[config.mk]
export PLATFORM = sky130hd
export DESIGN_NAME = gif_block_stream_parser
export DESIGN_NICKNAME = d
export VERILOG_FILES = /design/src/design/gbsp_pkg.sv /design/src/design/gif_block_stream_parser.sv
export SDC_FILE = /design/constraint.sdc
export NUM_CORES = 1
export LEC_CHECK = 0
export BUFFER_PORTS_ARGS = -buffer_cell sky130_fd_sc_hd__buf_2
export CAP_MARGIN = 40
export CORE_MARGIN = 1.5
export CORE_UTILIZATION = 35
export CTS_CLUSTER_DIAMETER = 80
export DETAILED_ROUTE_END_ITERATION = 7
export GPL_TIMING_DRIVEN = 0
export RECOVER_POWER = 50
export SYNTH_ARGS = -nofsm -noshare
export SYNTH_HDL_FRONTEND = slang
export SYNTH_SLANG_ARGS = --single-unit
[constraint.sdc]
create_clock -name clk -period 21 [get_ports clk]
set_clock_uncertainty 0.1 [all_clocks]
set_input_delay 4.2 -clock clk [delete_from_list [all_inputs] [get_ports clk]]
set_output_delay 4.2 -clock clk [all_outputs]
set_load 0.005 [all_outputs]
[src/design/gbsp_pkg.sv]
// ----------------------------------------------------------------------------
// gbsp_pkg
// Types and codes shared by the GIF block stream parser: parse phases,
// byte sections, report kinds, structure bytes and the result record.
// ----------------------------------------------------------------------------
package gbsp_pkg;

    // parse phases, also used as byte section codes
    localparam logic [3:0] PH_SIG      = 4'd0;
    localparam logic [3:0] PH_SCREEN   = 4'd1;
    localparam logic [3:0] PH_GPAL     = 4'd2;
    localparam logic [3:0] PH_INTRO    = 4'd3;
    localparam logic [3:0] PH_EXTLABEL = 4'd4;
    localparam logic [3:0] PH_EXTSIZE  = 4'd5;
    localparam logic [3:0] PH_EXTDATA  = 4'd6;
    localparam logic [3:0] PH_IMGDESC  = 4'd7;
    localparam logic [3:0] PH_LPAL     = 4'd8;
    localparam logic [3:0] PH_LZW      = 4'd9;
    localparam logic [3:0] PH_IMGSIZE  = 4'd10;
    localparam logic [3:0] PH_IMGDATA  = 4'd11;
    localparam logic [3:0] SEC_TRAILER = 4'd12;
    localparam logic [3:0] SEC_UNKNOWN = 4'd13;
    localparam logic [3:0] PH_AFTER    = 4'd14;

    // report kinds
    localparam logic [3:0] RPT_NONE     = 4'd0;
    localparam logic [3:0] RPT_SCREEN   = 4'd1;
    localparam logic [3:0] RPT_PALETTE  = 4'd2;
    localparam logic [3:0] RPT_IMGDESC  = 4'd3;
    localparam logic [3:0] RPT_LZW      = 4'd4;
    localparam logic [3:0] RPT_GCE      = 4'd5;
    localparam logic [3:0] RPT_EXT_END  = 4'd6;
    localparam logic [3:0] RPT_IMG_END  = 4'd7;
    localparam logic [3:0] RPT_TRAILER  = 4'd8;
    localparam logic [3:0] RPT_UNKNOWN  = 4'd9;

    // block introducers and labels
    localparam logic [7:0] INTRO_EXT   = 8'h21;
    localparam logic [7:0] INTRO_IMG   = 8'h2C;
    localparam logic [7:0] INTRO_TRAIL = 8'h3B;
    localparam logic [7:0] LABEL_GCE   = 8'hF9;

    // byte counts of fixed structures
    localparam logic [3:0] SIG_BYTES     = 4'd6;
    localparam logic [3:0] SCREEN_FIELDS = 4'd6;
    localparam logic [3:0] COLOR_FIELDS  = 4'd2;
    localparam logic [3:0] IMG_FIELDS    = 4'd8;
    localparam logic [3:0] GCE_FIELDS    = 4'd4;
    localparam logic [3:0] POS_MAX       = 4'd15;

    typedef struct packed {
        logic [3:0]  section;
        logic [3:0]  report_kind;
        logic [19:0] field_a;
        logic [15:0] field_b;
        logic [15:0] field_c;
        logic [15:0] field_d;
        logic [8:0]  field_e;
        logic [7:0]  packed_flags;
        logic [7:0]  byte_a;
        logic [7:0]  byte_b;
        logic [23:0] data_total;
        logic [23:0] chunk_total;
    } result_t;

    // color table size coded in the low three bits of a packed byte
    function automatic logic [8:0] entries_of(input logic [2:0] code);
        logic [3:0] shamt;
        shamt = {1'b0, code} + 4'd1;
        return 9'd1 << shamt;
    endfunction

endpackage

[src/design/gif_block_stream_parser.sv]
// ----------------------------------------------------------------------------
// gif_block_stream_parser
// Walks the block structure of a GIF file byte by byte, tags each byte with
// its section and reports decoded descriptors, palette entries, graphic
// control fields and data totals.
// ----------------------------------------------------------------------------
// One byte is taken per cycle and gives exactly one result in the next cycle;
// the parse state update and result decode sit between the parse state
// registers and a single result register, so the sustained rate is one byte
// per clock whenever the result side takes its transfers. Byte and sub-block
// totals saturate at 2**COUNT_BITS - 1 and are shown in their low 24 bits.
// ----------------------------------------------------------------------------
module gif_block_stream_parser
    import gbsp_pkg::*;
#(
    parameter int COUNT_BITS = 24
)
(
    input  logic        clk,
    input  logic        rst_n,
    input  logic        data_valid,
    output logic        data_ready,
    input  logic [7:0]  data_byte,
    output logic        result_valid,
    input  logic        result_ready,
    output logic [3:0]  section,
    output logic [3:0]  report_kind,
    output logic [19:0] field_a,
    output logic [15:0] field_b,
    output logic [15:0] field_c,
    output logic [15:0] field_d,
    output logic [8:0]  field_e,
    output logic [7:0]  packed_flags,
    output logic [7:0]  byte_a,
    output logic [7:0]  byte_b,
    output logic [23:0] data_total,
    output logic [23:0] chunk_total
);

    localparam logic [COUNT_BITS-1:0] COUNT_ONE = COUNT_BITS'(1);

    logic [3:0]            phase_reg, phase_next;
    logic [3:0]            pos_reg, pos_next;
    logic [7:0]            fb_reg [0:7];
    logic [7:0]            fb_next [0:7];
    logic [8:0]            pal_left_reg, pal_left_next;
    logic [7:0]            pal_idx_reg, pal_idx_next;
    logic [7:0]            sub_left_reg, sub_left_next;
    logic [7:0]            ext_label_reg, ext_label_next;
    logic [COUNT_BITS-1:0] block_num_reg, block_num_next;
    logic [COUNT_BITS-1:0] byte_cnt_reg, byte_cnt_next;
    logic                  result_valid_reg;
    result_t               result_reg, rpt;

    logic                  accept;
    logic                  gce;
    logic [COUNT_BITS:0]   byte_sum;
    logic [COUNT_BITS:0]   block_sum;
    logic [COUNT_BITS-1:0] byte_sat;
    logic [COUNT_BITS-1:0] block_sat;
    logic [31:0]           byte_cnt_wide;
    logic [31:0]           block_num_wide;
    logic [15:0]           delay;
    logic [19:0]           delay_ms;
    logic [7:0]            sub_dec;

    assign data_ready = !result_valid_reg || result_ready;
    assign accept     = data_valid && data_ready;

    assign byte_sum  = {1'b0, byte_cnt_reg} + (COUNT_BITS + 1)'(data_byte);
    assign block_sum = {1'b0, block_num_reg} + (COUNT_BITS + 1)'(1);
    assign byte_sat  = byte_sum[COUNT_BITS] ? '1 : byte_sum[COUNT_BITS-1:0];
    assign block_sat = block_sum[COUNT_BITS] ? '1 : block_sum[COUNT_BITS-1:0];

    assign byte_cnt_wide  = 32'(byte_cnt_reg);
    assign block_num_wide = 32'(block_num_reg);

    assign gce = (phase_reg == PH_EXTDATA) && (ext_label_reg == LABEL_GCE)
                 && (block_num_reg == COUNT_ONE);
    assign sub_dec = (sub_left_reg != 8'd0) ? sub_left_reg - 8'd1 : 8'd0;

    assign delay    = {fb_next[2], fb_next[1]};
    assign delay_ms = ({4'd0, delay} << 3) + ({4'd0, delay} << 1);

    always_comb
    begin
        phase_next     = phase_reg;
        pos_next       = pos_reg;
        pal_left_next  = pal_left_reg;
        pal_idx_next   = pal_idx_reg;
        sub_left_next  = sub_left_reg;
        ext_label_next = ext_label_reg;
        block_num_next = block_num_reg;
        byte_cnt_next  = byte_cnt_reg;
        for (int i = 0; i < 8; i++)
        begin
            fb_next[i] = fb_reg[i];
        end
        rpt         = '0;
        rpt.section = phase_reg;

        case (phase_reg)
            PH_SIG:
            begin
                if (pos_reg + 4'd1 >= SIG_BYTES)
                begin
                    pos_next   = 4'd0;
                    phase_next = PH_SCREEN;
                end
                else
                begin
                    pos_next = pos_reg + 4'd1;
                end
            end
            PH_SCREEN:
            begin
                if (pos_reg < SCREEN_FIELDS)
                begin
                    fb_next[pos_reg[2:0]] = data_byte;
                    pos_next = pos_reg + 4'd1;
                end
                else
                begin
                    rpt.report_kind  = RPT_SCREEN;
                    rpt.field_a      = {4'd0, fb_reg[1], fb_reg[0]};
                    rpt.field_b      = {fb_reg[3], fb_reg[2]};
                    rpt.field_c      = {7'd0, entries_of(fb_reg[4][6:4])};
                    rpt.field_d      = {7'd0, entries_of(fb_reg[4][2:0])};
                    rpt.packed_flags = fb_reg[4];
                    rpt.byte_a       = fb_reg[5];
                    rpt.byte_b       = data_byte;
                    pos_next         = 4'd0;
                    pal_idx_next     = 8'd0;
                    if (fb_reg[4][7])
                    begin
                        pal_left_next = entries_of(fb_reg[4][2:0]);
                        phase_next    = PH_GPAL;
                    end
                    else
                    begin
                        phase_next = PH_INTRO;
                    end
                end
            end
            PH_GPAL, PH_LPAL:
            begin
                if (pos_reg < COLOR_FIELDS)
                begin
                    fb_next[pos_reg[2:0]] = data_byte;
                    pos_next = pos_reg + 4'd1;
                end
                else
                begin
                    rpt.report_kind = RPT_PALETTE;
                    rpt.field_a     = {12'd0, pal_idx_reg};
                    rpt.field_b     = {8'd0, fb_reg[0]};
                    rpt.field_c     = {8'd0, fb_reg[1]};
                    rpt.field_d     = {8'd0, data_byte};
                    rpt.byte_a      = {7'd0, phase_reg == PH_LPAL};
                    pos_next        = 4'd0;
                    pal_idx_next    = pal_idx_reg + 8'd1;
                    if (pal_left_reg <= 9'd1)
                    begin
                        pal_left_next = 9'd0;
                        phase_next    = (phase_reg == PH_LPAL) ? PH_LZW : PH_INTRO;
                    end
                    else
                    begin
                        pal_left_next = pal_left_reg - 9'd1;
                    end
                end
            end
            PH_INTRO:
            begin
                if (data_byte == INTRO_TRAIL)
                begin
                    rpt.section     = SEC_TRAILER;
                    rpt.report_kind = RPT_TRAILER;
                    phase_next      = PH_AFTER;
                end
                else if (data_byte == INTRO_EXT)
                begin
                    phase_next = PH_EXTLABEL;
                end
                else if (data_byte == INTRO_IMG)
                begin
                    pos_next   = 4'd0;
                    phase_next = PH_IMGDESC;
                end
                else
                begin
                    rpt.section     = SEC_UNKNOWN;
                    rpt.report_kind = RPT_UNKNOWN;
                    rpt.byte_a      = data_byte;
                end
            end
            PH_EXTLABEL:
            begin
                ext_label_next = data_byte;
                block_num_next = '0;
                byte_cnt_next  = '0;
                phase_next     = PH_EXTSIZE;
            end
            PH_EXTSIZE, PH_IMGSIZE:
            begin
                if (data_byte == 8'd0)
                begin
                    rpt.report_kind = (phase_reg == PH_EXTSIZE) ? RPT_EXT_END : RPT_IMG_END;
                    rpt.byte_a      = (phase_reg == PH_EXTSIZE) ? ext_label_reg : 8'd0;
                    rpt.data_total  = byte_cnt_wide[23:0];
                    rpt.chunk_total = block_num_wide[23:0];
                    phase_next      = PH_INTRO;
                end
                else
                begin
                    sub_left_next  = data_byte;
                    byte_cnt_next  = byte_sat;
                    block_num_next = block_sat;
                    pos_next       = 4'd0;
                    for (int i = 0; i < 4; i++)
                    begin
                        fb_next[i] = 8'd0;
                    end
                    phase_next = (phase_reg == PH_EXTSIZE) ? PH_EXTDATA : PH_IMGDATA;
                end
            end
            PH_EXTDATA, PH_IMGDATA:
            begin
                if (gce && pos_reg < GCE_FIELDS)
                begin
                    fb_next[{1'b0, pos_reg[1:0]}] = data_byte;
                end
                if (pos_reg < POS_MAX)
                begin
                    pos_next = pos_reg + 4'd1;
                end
                sub_left_next = sub_dec;
                if (sub_dec == 8'd0)
                begin
                    if (gce)
                    begin
                        rpt.report_kind  = RPT_GCE;
                        rpt.field_a      = delay_ms;
                        rpt.field_b      = {13'd0, fb_next[0][4:2]};
                        rpt.field_c      = {15'd0, fb_next[0][1]};
                        rpt.field_d      = {15'd0, fb_next[0][0]};
                        rpt.packed_flags = fb_next[0];
                        rpt.byte_a       = fb_next[3];
                    end
                    phase_next = (phase_reg == PH_EXTDATA) ? PH_EXTSIZE : PH_IMGSIZE;
                end
            end
            PH_IMGDESC:
            begin
                if (pos_reg < IMG_FIELDS)
                begin
                    fb_next[pos_reg[2:0]] = data_byte;
                    pos_next = pos_reg + 4'd1;
                end
                else
                begin
                    rpt.report_kind  = RPT_IMGDESC;
                    rpt.field_a      = {4'd0, fb_reg[1], fb_reg[0]};
                    rpt.field_b      = {fb_reg[3], fb_reg[2]};
                    rpt.field_c      = {fb_reg[5], fb_reg[4]};
                    rpt.field_d      = {fb_reg[7], fb_reg[6]};
                    rpt.field_e      = data_byte[7] ? entries_of(data_byte[2:0]) : 9'd0;
                    rpt.packed_flags = data_byte;
                    pos_next         = 4'd0;
                    pal_idx_next     = 8'd0;
                    if (data_byte[7])
                    begin
                        pal_left_next = entries_of(data_byte[2:0]);
                        phase_next    = PH_LPAL;
                    end
                    else
                    begin
                        phase_next = PH_LZW;
                    end
                end
            end
            PH_LZW:
            begin
                rpt.report_kind = RPT_LZW;
                rpt.byte_a      = data_byte;
                block_num_next  = '0;
                byte_cnt_next   = '0;
                phase_next      = PH_IMGSIZE;
            end
            default:
            begin
                rpt.section = PH_AFTER;
                phase_next  = PH_AFTER;
            end
        endcase
    end

    // parse state
    always_ff @(posedge clk or negedge rst_n)
    begin
        if (!rst_n)
        begin
            phase_reg     <= PH_SIG;
            pos_reg       <= 4'd0;
            pal_left_reg  <= 9'd0;
            pal_idx_reg   <= 8'd0;
            sub_left_reg  <= 8'd0;
            ext_label_reg <= 8'd0;
            block_num_reg <= '0;
            byte_cnt_reg  <= '0;
        end
        else if (accept)
        begin
            phase_reg     <= phase_next;
            pos_reg       <= pos_next;
            pal_left_reg  <= pal_left_next;
            pal_idx_reg   <= pal_idx_next;
            sub_left_reg  <= sub_left_next;
            ext_label_reg <= ext_label_next;
            block_num_reg <= block_num_next;
            byte_cnt_reg  <= byte_cnt_next;
        end
    end

    // field bytes, no reset
    always_ff @(posedge clk)
    begin
        if (accept)
        begin
            for (int i = 0; i < 8; i++)
            begin
                fb_reg[i] <= fb_next[i];
            end
        end
    end

    // result register
    always_ff @(posedge clk or negedge rst_n)
    begin
        if (!rst_n)
        begin
            result_valid_reg <= 1'b0;
        end
        else if (accept)
        begin
            result_valid_reg <= 1'b1;
        end
        else if (result_ready)
        begin
            result_valid_reg <= 1'b0;
        end
    end

    always_ff @(posedge clk)
    begin
        if (accept)
        begin
            result_reg <= rpt;
        end
    end

    assign result_valid = result_valid_reg;
    assign section      = result_reg.section;
    assign report_kind  = result_reg.report_kind;
    assign field_a      = result_reg.field_a;
    assign field_b      = result_reg.field_b;
    assign field_c      = result_reg.field_c;
    assign field_d      = result_reg.field_d;
    assign field_e      = result_reg.field_e;
    assign packed_flags = result_reg.packed_flags;
    assign byte_a       = result_reg.byte_a;
    assign byte_b       = result_reg.byte_b;
    assign data_total   = result_reg.data_total;
    assign chunk_total  = result_reg.chunk_total;

    // trailer transfer moves the parser to the after phase
    a_trailer_after: assert property (@(posedge clk) disable iff (!rst_n)
        accept && rpt.report_kind == RPT_TRAILER |=> phase_reg == PH_AFTER)
        else $error("trailer did not end parsing");

    // after phase is final
    a_after_sticky: assert property (@(posedge clk) disable iff (!rst_n)
        phase_reg == PH_AFTER |=> phase_reg == PH_AFTER)
        else $error("parser left after phase");

    // palette phases always have entries left
    a_palette_left: assert property (@(posedge clk) disable iff (!rst_n)
        phase_reg == PH_GPAL || phase_reg == PH_LPAL |-> pal_left_reg != 9'd0)
        else $error("palette phase with no entries left");

    // every sub-block holds at least one byte
    a_bytes_vs_blocks: assert property (@(posedge clk) disable iff (!rst_n)
        byte_cnt_reg >= block_num_reg)
        else $error("byte total below sub-block count");

    // a result waiting for transfer is replaced only when it goes out
    a_result_held: assert property (@(posedge clk) disable iff (!rst_n)
        result_valid_reg && !result_ready |=> result_valid_reg && $stable(result_reg))
        else $error("pending result lost");

endmodule

==> tab_implementation.tex <==
\begin{tabular}{lr}
\hline
Metric & Value \\
\hline
\multicolumn{2}{l}{\textbf{GRT}} \\
\quad Met3 track utilization from global routing & 4.33\% \\
\quad GRT busiest layer & met2 \\
\quad Met2 track demand over resource & 32.0\% \\
\quad Pin count of the biggest net entering global routing & 94 \\
\quad Global-route usage over all layers & 21.5\% \\
\quad Antenna violations before repair & 2 \\
\quad Global-route met1 utilization & 31.6\% \\
\quad Global-route wire length before repair & 76,600 um \\
\quad Number of global-route vias before repair & 12,463 \\
\quad Overall overflow remaining after global route & 0 \\
\multicolumn{2}{l}{\textbf{Synth}} \\
\quad Register bit count reported by yosys & 311 \\
\quad Mapped Area & 0.0158 sq mm \\
\quad Async set-or-reset flop fraction in the synthesized netlist & 28.9\% \\
\quad Most common cell in the netlist & sky130\_fd\_sc\_hd\_\_edfxtp\_1 \\
\quad Gate Count Post-Synth & 1,454 \\
\quad Post-synth net total & 1,502 \\
\quad Count of unique library cells instantiated by Yosys & 86 \\
\quad Main area contributors after synthesis & sky130\_fd\_sc\_hd\_\_edfxtp\_1, sky130\_fd\_sc\_hd\_\_dfrtp\_1, sky130\_fd\_sc\_hd\_\_a22o\_1, sky130\_fd\_sc\_hd\_\_o21ai\_0, sky130\_fd\_sc\_hd\_\_a21oi\_1 \\
\quad Average size of a mapped cell & 10.9 sq um \\
\quad Yosys synthesis warning count & 0 \\
\quad Dominant synthesized flop cell & sky130\_fd\_sc\_hd\_\_edfxtp\_1 \\
\quad Cell type with the largest total area after synthesis & sky130\_fd\_sc\_hd\_\_edfxtp\_1 \\
\quad Sequential area share after synthesis & 56.3\% \\
\quad Fraction of post-synthesis cell area in the top cell type by area & 42.0\% \\
\quad Number of enable flip-flop cells after synthesis & 221 \\
\quad Cell types with the highest counts after synthesis & sky130\_fd\_sc\_hd\_\_edfxtp\_1, sky130\_fd\_sc\_hd\_\_nand2\_1, sky130\_fd\_sc\_hd\_\_nor2\_1 \\
\multicolumn{2}{l}{\textbf{Final layout}} \\
\quad Number of flip-flops under the largest register name & 64 \\
\quad Post-layout net count & 1,726 \\
\quad Utilization after layout & 42.0\% \\
\quad Share of layout cells above drive strength 1 & 15.8\% \\
\quad Relative area change from synthesis to final layout & 17.9\% \\
\multicolumn{2}{l}{\textbf{Clock network}} \\
\quad CTS resizes & 0 \\
\quad Buffer depth of the longest clock path & 3 \\
\quad Hold Buf Count CTS & 0 \\
\quad Clock-pin transition on the worst setup and hold timing paths & 60 ps \\
\quad Setup Buffers After CTS & 0 \\
\quad CTS Sinks & 311 \\
\quad TritonCTS clock tree & done \\
\quad Worst-Skew Late Latency & 560 ps \\
\quad Clock tree root buffer cell & sky130\_fd\_sc\_hd\_\_clkbuf\_16 \\
\quad H-tree depth reported by CTS & 2 \\
\quad Number of clock buffers inserted by TritonCTS & 36 \\
\multicolumn{2}{l}{\textbf{Setup path}} \\
\quad Type of the setup path with the least slack & in -> reg \\
\quad Crit path capture type & flop \\
\quad Startpoint type of the worst setup path & primary input \\
\quad Flop-to-flop setup slack & 14,420 ps \\
\quad Worst reg2reg endpoint & ext\_label\_reg[4] \\
\quad WP data arrival & 10,280 ps \\
\quad R2r worst-path depth & 6 \\
\quad R2r startpoint & result\_valid \\
\quad Required time at the worst-slack endpoint & 21,320 ps \\
\quad Max FO, Critical Path & 82 \\
\multicolumn{2}{l}{\textbf{Drt}} \\
\quad Detailed-route DRC error count & 0 \\
\quad Count of routing violations after the opening detailed-route iteration & 1,413 \\
\quad Via Count & 13,066 \\
\quad Pre-Repair DR Iteration Count & 6 \\
\quad Average via count per standard cell & 5.68 \\
\quad Wire length reported by the detailed router & 50,500 um \\
\quad Post-detailed-route wirelength per cell & 22.0 um \\
\quad Number of nets with antenna violations after detailed routing & 0 \\
\multicolumn{2}{l}{\textbf{Worst hold path}} \\
\quad Endpoint of the worst hold-timing path & byte\_cnt\_reg[7] \\
\quad Depth of the worst hold-timing path & 2 \\
\quad Type of the most critical hold path & reg -> reg \\
\quad Startpoint of the worst hold path & byte\_cnt\_reg[7] \\
\multicolumn{2}{l}{\textbf{STA}} \\
\quad Crit path time final & 9960 ps \\
\quad Setup repair after global routing missed its margin & false \\
\quad Number of max-slew violations in the final report & 270 \\
\quad Share of the clock period used by the worst path & 47.4\% \\
\quad Count of endpoints failing setup in the final report & 0 \\
\quad F\_max & 0.100 GHz \\
\quad Hold Worst Slack & 413 ps \\
\quad Remaining max-slew budget at the tightest pin & -225\% \\
\quad Final setup TNS & 0 ps \\
\quad Count of endpoints failing hold in the final timing report & 0 \\
\quad Worst Setup Slack, final & 11,040 ps \\
\quad Worst-margin pin slew & 4870 ps \\
\multicolumn{2}{l}{\textbf{Die}} \\
\quad Die Area & 0.0464 sq mm \\
\quad Die height & 215 um \\
\quad Area of the core region & 0.0443 sq mm \\
\quad Cell row count & 77 \\
\quad I/O pins & 171 \\
\quad Die X-Extent & 215 um \\
\quad Effective utilization at floorplan & 35.6\% \\
\multicolumn{2}{l}{\textbf{Status}} \\
\quad Violated checks & capacitance limit, slew limit \\
\quad Result of the run & finished with violations \\
\multicolumn{2}{l}{\textbf{Flow run}} \\
\quad Max Cap Violations & 4 \\
\multicolumn{2}{l}{\textbf{Power}} \\
\quad VDD IR-drop max & 0.0000554 V \\
\quad Pwr Density & 111 mW/mm\^{}2 \\
\quad Reported leakage power & 7.44 nW \\
\multicolumn{2}{l}{\textbf{Placed design}} \\
\quad HPWL after DPL & 36,200 um \\
\quad Number of buffer cells added on primary ports & 170 \\
\quad Worst setup slack before clock tree synthesis & 11,740 ps \\
\quad Final estimated routing congestion in global placement & 0.933 \\
\hline
\end{tabular}
==> worst max-delay path, stage by stage <==
cell	delay, ps
sky130_fd_sc_hd__buf_2	80
sky130_fd_sc_hd__nand2b_1	140
sky130_fd_sc_hd__nand2_1	270
sky130_fd_sc_hd__clkinvlp_2	180
sky130_fd_sc_hd__clkbuf_1	3330
sky130_fd_sc_hd__nand3_1	1380
sky130_fd_sc_hd__mux2_2	600
==> metal layers <==
layer	vias up	part of all wire [%]	wire length, um
met2	566	45	22500
li1	5948	-	-
met4	0	2.2	1130
met3	74	7.7	3880
met1	6478	46	23000
met5	-	0	0
==> report_power, final <==
group          internal (mW)  switching (mW)  total [mW]
Sequential             0.753          0.0643       0.818
Combinational          0.230           0.381       0.610
Clock                  0.366           0.264       0.629
Total                   1.35           0.709        2.06
==> cells in the final DEF (no fill, tap or decap), types with 11 or more instances in the layout <==
cell type                   count
sky130_fd_sc_hd__and3_1        30
sky130_fd_sc_hd__a221o_1       14
sky130_fd_sc_hd__nand3_1       36
sky130_fd_sc_hd__clkbuf_1     105
sky130_fd_sc_hd__nor2_1       119
sky130_fd_sc_hd__inv_1         24
sky130_fd_sc_hd__a31oi_1       22
sky130_fd_sc_hd__a22o_1        71
sky130_fd_sc_hd__buf_2        158
sky130_fd_sc_hd__o31ai_1       18
sky130_fd_sc_hd__o21ai_0      109
sky130_fd_sc_hd__ha_1          34
sky130_fd_sc_hd__xnor2_1       16
sky130_fd_sc_hd__a22oi_1       19
sky130_fd_sc_hd__and2_1        55
sky130_fd_sc_hd__nor3_1        40
sky130_fd_sc_hd__a21oi_1      102
sky130_fd_sc_hd__clkbuf_16     36
sky130_fd_sc_hd__nor4_1        13
sky130_fd_sc_hd__or3_1         11
sky130_fd_sc_hd__dfrtp_1       90
sky130_fd_sc_hd__nand2_1      127
sky130_fd_sc_hd__nand2b_1      18
sky130_fd_sc_hd__edfxtp_1     221
sky130_fd_sc_hd__or2_2         11
==> layout make-up <==
type	count	area (sq um)
multi-input combinational	1030	6400
clock inverter	20	196
fill	4307	25700
buffer	86	375
inverter	27	103
antenna	2	5.00
tap	592	741
clock buffer	45	965
timing repair buffer	186	936
sequential	311	8890
==> through the flow <==
stage	total power, mW	cells	area [sq um]
after floorplan	1.24	1454	15800
after global placement	1.41	2216	17400
after detailed placement	1.42	2232	17600
after CTS	2.06	2297	18700
after global routing	2.17	2297	18600
final	2.06	2299	18600
==> cells by family (layout without fill, tap and decap cells) <==
kind of cell / after synthesis / count (layout) / synth area share (%)
AO/OA/AOI/OAI: 446 / 446 / 18.9
XOR/XNOR: 20 / 20 / 1.11
adder cells (fa/ha/maj): 37 / 37 / 3.01
buffers and inverters: 113 / 364 / 3.12
flip-flops: 311 / 311 / 56.3
multiplexers: 13 / 13 / 0.951
other: 1 / 3 / 0.0238
AND/OR/NAND/NOR: 513 / 513 / 16.6
==> how the worst max path moves through the flow <==
stage	from	to	slack, ps	cells after the start
after global placement	result_ready	fb_reg[1][25]	8030	4
after floorplan	result_ready	fb_reg[1][0]	10720	3
after global routing	result_ready	ext_label_reg[6]	10500	7
after CTS	result_ready	data_ready	12090	3
final	result_ready	ext_label_reg[4]	11040	7
after detailed placement	data_byte[6]	field_a[18]	11740	18
Power figures use the tool's default switching activity.
